## src/rtl/sm3_pkg.sv

```systemverilog
// ---------------------------------------------------------------------------
// sm3 package
// shared constants, types and round functions of the sm3 hash engine
// ---------------------------------------------------------------------------
`timescale 1ns / 1ps

package sm3_pkg;

  localparam int unsigned WordWidth = 32;
  localparam int unsigned DigestWords = 8;
  localparam int unsigned BlockWords = 16;
  localparam int unsigned Rounds = 64;

  localparam logic [31:0] TLow  = 32'h79CC4519;
  localparam logic [31:0] THigh = 32'h7A879D8A;
  localparam logic [7:0]  PadByte = 8'h80;

  typedef logic [31:0] word_t;

  localparam word_t Iv [DigestWords] = '{
    32'h7380166F, 32'h4914B2B9, 32'h172442D7, 32'hDA8A0600,
    32'hA96F30BC, 32'h163138AA, 32'hE38DEE4D, 32'hB0FB0E4E
  };

  typedef enum logic [2:0] {
    ST_IDLE,
    ST_ROUND,
    ST_FOLD,
    ST_PAD,
    ST_OUT
  } state_t;

  // start / done handshake between control and compression core
  typedef struct packed {
    logic start;
  } core_ctl_t;

  typedef struct packed {
    logic busy;
    logic done;
  } core_sts_t;

  function automatic word_t rotl(input word_t x, input logic [4:0] n);
    logic [63:0] d;
    d = {x, x} << n;
    return d[63:32];
  endfunction

  function automatic word_t perm0(input word_t x);
    return x ^ rotl(x, 5'd9) ^ rotl(x, 5'd17);
  endfunction

  function automatic word_t perm1(input word_t x);
    return x ^ rotl(x, 5'd15) ^ rotl(x, 5'd23);
  endfunction

endpackage

```

## src/rtl/sm3_core.sv

```systemverilog
// ---------------------------------------------------------------------------
// sm3 compression core
// one round per cycle over a 16-word sliding message schedule
// ---------------------------------------------------------------------------
`timescale 1ns / 1ps

module sm3_core (
  input  logic                 clk,
  input  logic                 rst_n,
  input  sm3_pkg::core_ctl_t   ctl,
  input  sm3_pkg::word_t       blk [sm3_pkg::BlockWords],
  input  sm3_pkg::word_t       cv_in [sm3_pkg::DigestWords],
  output sm3_pkg::word_t       cv_out [sm3_pkg::DigestWords],
  output sm3_pkg::core_sts_t   sts
);

  sm3_pkg::word_t w_r [sm3_pkg::BlockWords];
  sm3_pkg::word_t v_r [sm3_pkg::DigestWords];
  logic [5:0]     rnd_r;
  logic           busy_r;
  logic           done_r;

  sm3_pkg::word_t t_j, a12, ss1, ss2, ff, gg, tt1, tt2, w_new;

  // round datapath
  always_comb begin
    t_j = (rnd_r < 6'd16) ? sm3_pkg::TLow : sm3_pkg::THigh;
    a12 = sm3_pkg::rotl(v_r[0], 5'd12);
    ss1 = sm3_pkg::rotl(a12 + v_r[4] + sm3_pkg::rotl(t_j, rnd_r[4:0]), 5'd7);
    ss2 = ss1 ^ a12;
    if (rnd_r < 6'd16) begin
      ff = v_r[0] ^ v_r[1] ^ v_r[2];
      gg = v_r[4] ^ v_r[5] ^ v_r[6];
    end else begin
      ff = (v_r[0] & v_r[1]) | (v_r[0] & v_r[2]) | (v_r[1] & v_r[2]);
      gg = (v_r[4] & v_r[5]) | (~v_r[4] & v_r[6]);
    end
    tt1 = ff + v_r[3] + ss2 + (w_r[0] ^ w_r[4]);
    tt2 = gg + v_r[7] + ss1 + w_r[0];
    // expansion of the word sixteen ahead
    w_new = sm3_pkg::perm1(w_r[0] ^ w_r[7] ^ sm3_pkg::rotl(w_r[13], 5'd15))
            ^ sm3_pkg::rotl(w_r[3], 5'd7) ^ w_r[10];
  end

  // round counter and status
  always_ff @(posedge clk) begin
    if (!rst_n) begin
      busy_r <= 1'b0;
      done_r <= 1'b0;
      rnd_r  <= '0;
    end else begin
      done_r <= 1'b0;
      if (ctl.start && !busy_r) begin
        busy_r <= 1'b1;
        rnd_r  <= '0;
      end else if (busy_r) begin
        rnd_r <= rnd_r + 6'd1;
        if (rnd_r == 6'(sm3_pkg::Rounds - 1)) begin
          busy_r <= 1'b0;
          done_r <= 1'b1;
        end
      end
    end
  end

  // working registers and schedule window
  always_ff @(posedge clk) begin
    if (ctl.start && !busy_r) begin
      w_r <= blk;
      v_r <= cv_in;
    end else if (busy_r) begin
      for (int i = 0; i < 15; i++) w_r[i] <= w_r[i+1];
      w_r[15] <= w_new;
      v_r[3] <= v_r[2];
      v_r[2] <= sm3_pkg::rotl(v_r[1], 5'd9);
      v_r[1] <= v_r[0];
      v_r[0] <= tt1;
      v_r[7] <= v_r[6];
      v_r[6] <= sm3_pkg::rotl(v_r[5], 5'd19);
      v_r[5] <= v_r[4];
      v_r[4] <= sm3_pkg::perm0(tt2);
    end
  end

  always_comb begin
    for (int i = 0; i < 8; i++) cv_out[i] = cv_in[i] ^ v_r[i];
  end

  assign sts.busy = busy_r;
  assign sts.done = done_r;

endmodule

```

## config.mk

```make
export PLATFORM = sky130hd
export DESIGN_NAME = sm3_core
export DESIGN_NICKNAME = d
export VERILOG_FILES = /design/src/rtl/sm3_pkg.sv /design/src/rtl/sm3_core.sv
export SDC_FILE = /design/constraint.sdc
export NUM_CORES = 2
export LEC_CHECK = 0
export BUFFER_PORTS_ARGS = -buffer_cell sky130_fd_sc_hd__buf_2
export CAP_MARGIN = 20
export CELL_PAD_IN_SITES_DETAIL_PLACEMENT = 0
export CELL_PAD_IN_SITES_GLOBAL_PLACEMENT = 1
export CORE_AREA = 2 2 398 400
export DETAILED_ROUTE_END_ITERATION = 7
export DIE_AREA = 0 0 400 402
export PLACE_DENSITY_LB_ADDON = 0.1
export SYNTH_ARGS = -nofsm -noshare
export SYNTH_HDL_FRONTEND = slang
export SYNTH_SLANG_ARGS = --single-unit
```

## constraint.sdc

```tcl
create_clock -name clk -period 11.49 [get_ports clk]
set_input_delay 1.149 -clock clk [delete_from_list [all_inputs] [get_ports clk]]
set_output_delay 1.149 -clock clk [all_outputs]
set_load 0.005 [all_outputs]
```

Word level (Yosys, flattened, before mapping)

Index checks and enable logic that the tools add are counted.

Bits in registers: 776
Input bits: 771
Output and inout port bits: 258
Word-level logic and storage cells: 88

Add/subtract/negate cells: 9
$lt $le $gt $ge: 1
Equality and inequality tests: 1
Shift operators: 1
Multiplexer cells: 11
Bitwise logic cells: 33
Reductions and logical operators: 5

Operators by type and width:

| operator                                                              | number |
|---|---|
| 512-bit 2-to-1 mux                                                    | 2 |
| 32-bit XOR                                                            | 22 |
| 256-bit 2-to-1 mux                                                    | 2 |
| 32-bit adder                                                          | 8 |
| 32-bit AND                                                            | 5 |
| 32-bit bitwise OR                                                     | 3 |
| 32-bit 2-to-1 mux                                                     | 2 |
| 63-bit by 5-bit << shifter with 64-bit output                         | 1 |
| 32-bit inverter                                                       | 1 |
| 26-bit 2-to-1 mux                                                     | 1 |
| 6-bit by 1-bit adder with 6-bit output (second input constant)        | 1 |
| 6-bit equality test (second input constant)                           | 1 |
| 6-bit by 5-bit < comparator with 1-bit output (second input constant) | 1 |
| 1-bit 2-to-1 mux                                                      | 4 |
| 3-bit OR reduction                                                    | 1 |
| 1-bit inverter                                                        | 2 |
| 2-bit nonzero test                                                    | 1 |
| 2-bit OR reduction                                                    | 1 |
| 1-bit logical AND                                                     | 1 |
| 1-bit zero test                                                       | 1 |

Logic depth before layout (Yosys ltp)

Word-level depth: 11
Gate-level depth with buffers: 46
Mapped depth without buffers: 41

Least setup slack after synthesis

OpenSTA, ideal clock, no wires.

Path type: input-to-reg
Start point: input ctl
End point: register v_r, in the netlist a12[0] (enable)
Setup time: 824 ps
Arrival: 10293 ps
Data required time: 10666 ps
Setup slack: 373 ps
Cell stages on the path: 1
Buffers on the path: 0
Cell sequence: or2_2

Word-level cells in the longest chain between the ends: 2

Ends and longest elaborated chain:

| element                             | line           | text |
|---|---|---|
| start, declared                     | sm3_core.sv:10 | `input sm3_pkg::core_ctl_t ctl,` |
| 1-bit logical AND                   | sm3_core.sv:68 | `if (ctl.start && !busy_r) begin` |
| 2-bit nonzero test (no source line) | -              |  |
| end signal, assigned                | sm3_core.sv:70 | `v_r <= cv_in;` |
| end, declared                       | sm3_core.sv:18 | `sm3_pkg::word_t v_r [sm3_pkg::DigestWords];` |

No other way between the ends.
A chain may end at the register's enable or synchronous reset.

Worst setup path in the final report

Start point: register rnd_r[5]
End point: register v_r[102] (netlist bit) (data pin)

Word-level cells in the longest chain between the ends: 10
Elaborated cells on any way between the ends: 12
Classes of those cells: add/sub: 4; order compare: 1; shift: 1; mux: 4; bitwise: 2

Ends and longest elaborated chain:

| element                                         | line                           | text |
|---|---|---|
| start, declared                                 | sm3_core.sv:19                 | `logic [5:0] rnd_r;` |
| start signal, assigned                          | sm3_core.sv:57                 | `rnd_r <= rnd_r + 6'd1;` |
| 6-bit by 5-bit < comparator with 1-bit output * | sm3_core.sv:27, sm3_core.sv:31 |  |
| 26-bit 2-to-1 mux                               | sm3_core.sv:27                 | `t_j = (rnd_r < 6'd16) ? sm3_pkg::TLow : sm3_pkg::THigh;` |
| 63-bit by 5-bit << shifter with 64-bit output   | sm3_pkg.sv:45                  | `d = {x, x} << n;` |
| 32-bit adder                                    | sm3_core.sv:29                 | `ss1 = sm3_pkg::rotl(a12 + v_r[4] + sm3_pkg::rotl(t_j, rnd_r[4:0]), 5'd7);` |
| 32-bit adder * (2 in a row)                     | sm3_core.sv:39                 | `tt2 = gg + v_r[7] + ss1 + w_r[0];` |
| 32-bit XOR                                      | sm3_pkg.sv:50                  | `return x ^ rotl(x, 5'd9) ^ rotl(x, 5'd17);` |
| 32-bit XOR *                                    | sm3_pkg.sv:50                  |  |
| 256-bit 2-to-1 mux *                            | sm3_core.sv:71                 | `end else if (busy_r) begin` |
| 256-bit 2-to-1 mux *                            | sm3_core.sv:68                 |  |

Every way passes the cells marked *; elsewhere a longest branch is shown, timed or not. The select of a mux whose other input is x is not followed.

==> impl_metrics.ini <==
[clock_network]
clock_latency_ps = 770
clkTransAtPathRegs_ps = 60
cts_inserted_buffers = 98
cts_resized = 0
root_buffer = clkbuf_16
cts_tree = yes
post-cts-setup-buffers = 0
clock_sinks = 776
max-clock-path-buffers = 3
postCtsHoldBufs = 0
h-tree-depth = 3

[worst_setup_path]
cpPeakStageDelay_ps = 520
worstPathRequired_ps = 12040
end_kind = flip-flop
path_common_cell = fa_1
r2r_cells = 39
cp_slowest_cell = fa_1
critPathKind = flip-flop to flip-flop
path_max_fanout = 36
arrival_ps = 10290
critPathLaunchType = flip-flop

[detailed_routing]
drc = 1
drtPass1Iterations = 8
final_antenna_net_count = 0
drtIter0Drc = 3726
wire_per_inst_um = 29.3
routed_wl_um = 246000
vias_per_cell = 4.98
vias = 41741

[yosys]
synth-simple-area-share_pct = 19.5
synth_edf_count = 768
syn_nets = 6332
synth_ff_type = edfxtp_1
yosysWarningCount = 0
ys_seq_area_share_pct = 46.9
synth_mux_area_share_pct = 1.45
syn_inst = 5274
synthAdderAreaFrac_pct = 10.1
ys_ff_latch = 776
synth_compound_area_share_pct = 6.67
synth_top_family_by_area = simple AND/OR/NAND/NOR gates
async_flop_share_pct = 0
postSynthAreaPerCell_um2 = 9.38
yosys.cell_types.count = 74
syn_area_um2 = 49500
synth-xor-area-share_pct = 12.1

[floorplan]
core_um2 = 157000
placementRows = 146
die_area_um2 = 161000
ioPinCount = 1029
fp.dieW_um = 400
fp.dieH_um = 402
start_util_pct = 31.5

[cells_and_area]
fill_cells = 16424
final_cell_area_um2 = 60200
drive_gt1_share_pct = 20.1
nets = 7280
layout_common_cells = nand2_1 (2194), buf_2 (1028), edfxtp_1 (768)
area_growth_pct = 21.6
layout_commonest_cell = nand2_1

[worst_hold_path]
whs_path_depth = 2
hold_path_class = flip-flop to flip-flop

[global_route]
grt_start_max_net_pins = 195
grt-ovfl-total = 0
grt_pass1_wl_um = 329000
antenna_found_initial = 53
grt_pass1_vias = 41137
grtUsageTotal_pct = 29.7

[placement]
gp_congestion = 0.940
place.port_buffers = 1028
placed_cell_area_um2 = 56900
dp_hpwl_um = 198000

[timing]
whs_ps = 504
final.min_clock_period_ps = 9740
slew-limit-headroom_pct = 9.92
setup_viol = 0
fmax_ghz = 0.103
slew_viol_final = 0
hold_viol = 0
final.setup.tns_ps = 0
rsz0062_at_grt = no
fin_crit_sh_pct = 84.8
final.setup_skew_ps = 73.0
worstMarginPinSlew_ps = 1350

[flow_run]
cap_violations = 0

[outcome]
violations = DRC
status = complete, but fails checks
==> per-stage QoR <==
stage | util [%] | std cells | setup WS, ps
6_report | 38.3 | 8389 | 1750
2_1_floorplan | - | 5274 | 373
4_1_cts | 38.3 | 8376 | 1760
5_1_grt | 38.3 | 8379 | 913
3_3_place_gp | 36.2 | 8193 | 1940
3_5_place_dp | 36.2 | 8194 | 1810
==> cells by family (layout without fill, tap and decap cells) <==
kind of cell	after synthesis	in the layout
other	0	13
AO/OA/AOI/OAI	553	553
multiplexers	69	69
XOR/XNOR	675	675
buffers and inverters	425	1455
AND/OR/NAND/NOR	2489	2489
adder cells (fa/ha/maj)	287	287
flip-flops	776	776
==> worst paths after layout <==
kind | startpoint | to | slack [ps]
max reg2reg | rnd_r[5] | v_r[102] | 1750
min | w_r[25] | w_r[57] | 500
max | rnd_r[5] | v_r[102] | 1750
min reg2reg | w_r[25] | w_r[57] | 500
==> worst max-delay path, delay by kind of cell, from the launching register on <==
family                   cells  cell delay (ps)
AND/OR/NAND/NOR              5              540
buffers and inverters        5              760
flip-flops                   1              380
adder cells (fa/ha/maj)      8             3150
XOR/XNOR                     3              950
multiplexers                 1              140
AO/OA/AOI/OAI               17             3660
==> Yosys cell counts, drive strengths merged, types with 4 or more instances <==
cell	count	share of area [%]
a211oi	29	0.45
a21boi	4	0.061
a21o	46	0.70
a21oi	171	1.7
a221oi	6	0.12
a31oi	30	0.38
and3	5	0.063
buf	24	0.20
clkbuf	206	1.6
dfxtp	8	0.32
edfxtp	768	47
fa	188	7.6
ha	99	2.5
inv	195	1.5
mux2	21	0.48
mux2i	48	0.97
nand2	2194	17
nand2b	15	0.19
nand3	32	0.32
nand4	12	0.15
nor2	134	1.0
nor2b	31	0.39
nor3	49	0.51
o211ai	7	0.11
o21a	19	0.29
o21ai	189	1.9
o21bai	11	0.17
o22ai	5	0.063
o31ai	6	0.10
or3	4	0.051
xnor2	312	5.6
xor2	361	6.4
==> flip-flops by register name, indices dropped and copies added (netlist names) <==
name	flops
done_r	1
a12	32
busy_r	1
rnd_r	6
w_r	512
v_r	224
==> final cells by class <==
type	instances	area, um^2	share of cell area, %
multi-input combinational	4073	24700	41.0
timing repair buffer	1078	5660	9.41
clock buffer	123	2580	4.28
antenna	13	32.5	0.0541
clock inverter	59	673	1.12
sequential	776	23200	38.6
tap	2072	2590	4.31
inverter	195	734	1.22
==> per-layer routing <==
metal / vias to the layer above / wire length [um] / track usage, %
met5: - / 380 / 0
met4: 64 / 6490 / 6.71
met3: 318 / 13100 / 4.68
met2: 1398 / 124000 / 52.7
met1: 20712 / 101000 / 37.8
li1: 19249 / - / -
Power is not shown: default switching activity piles up to over one toggle a cycle in this logic, so the estimate is an artifact.
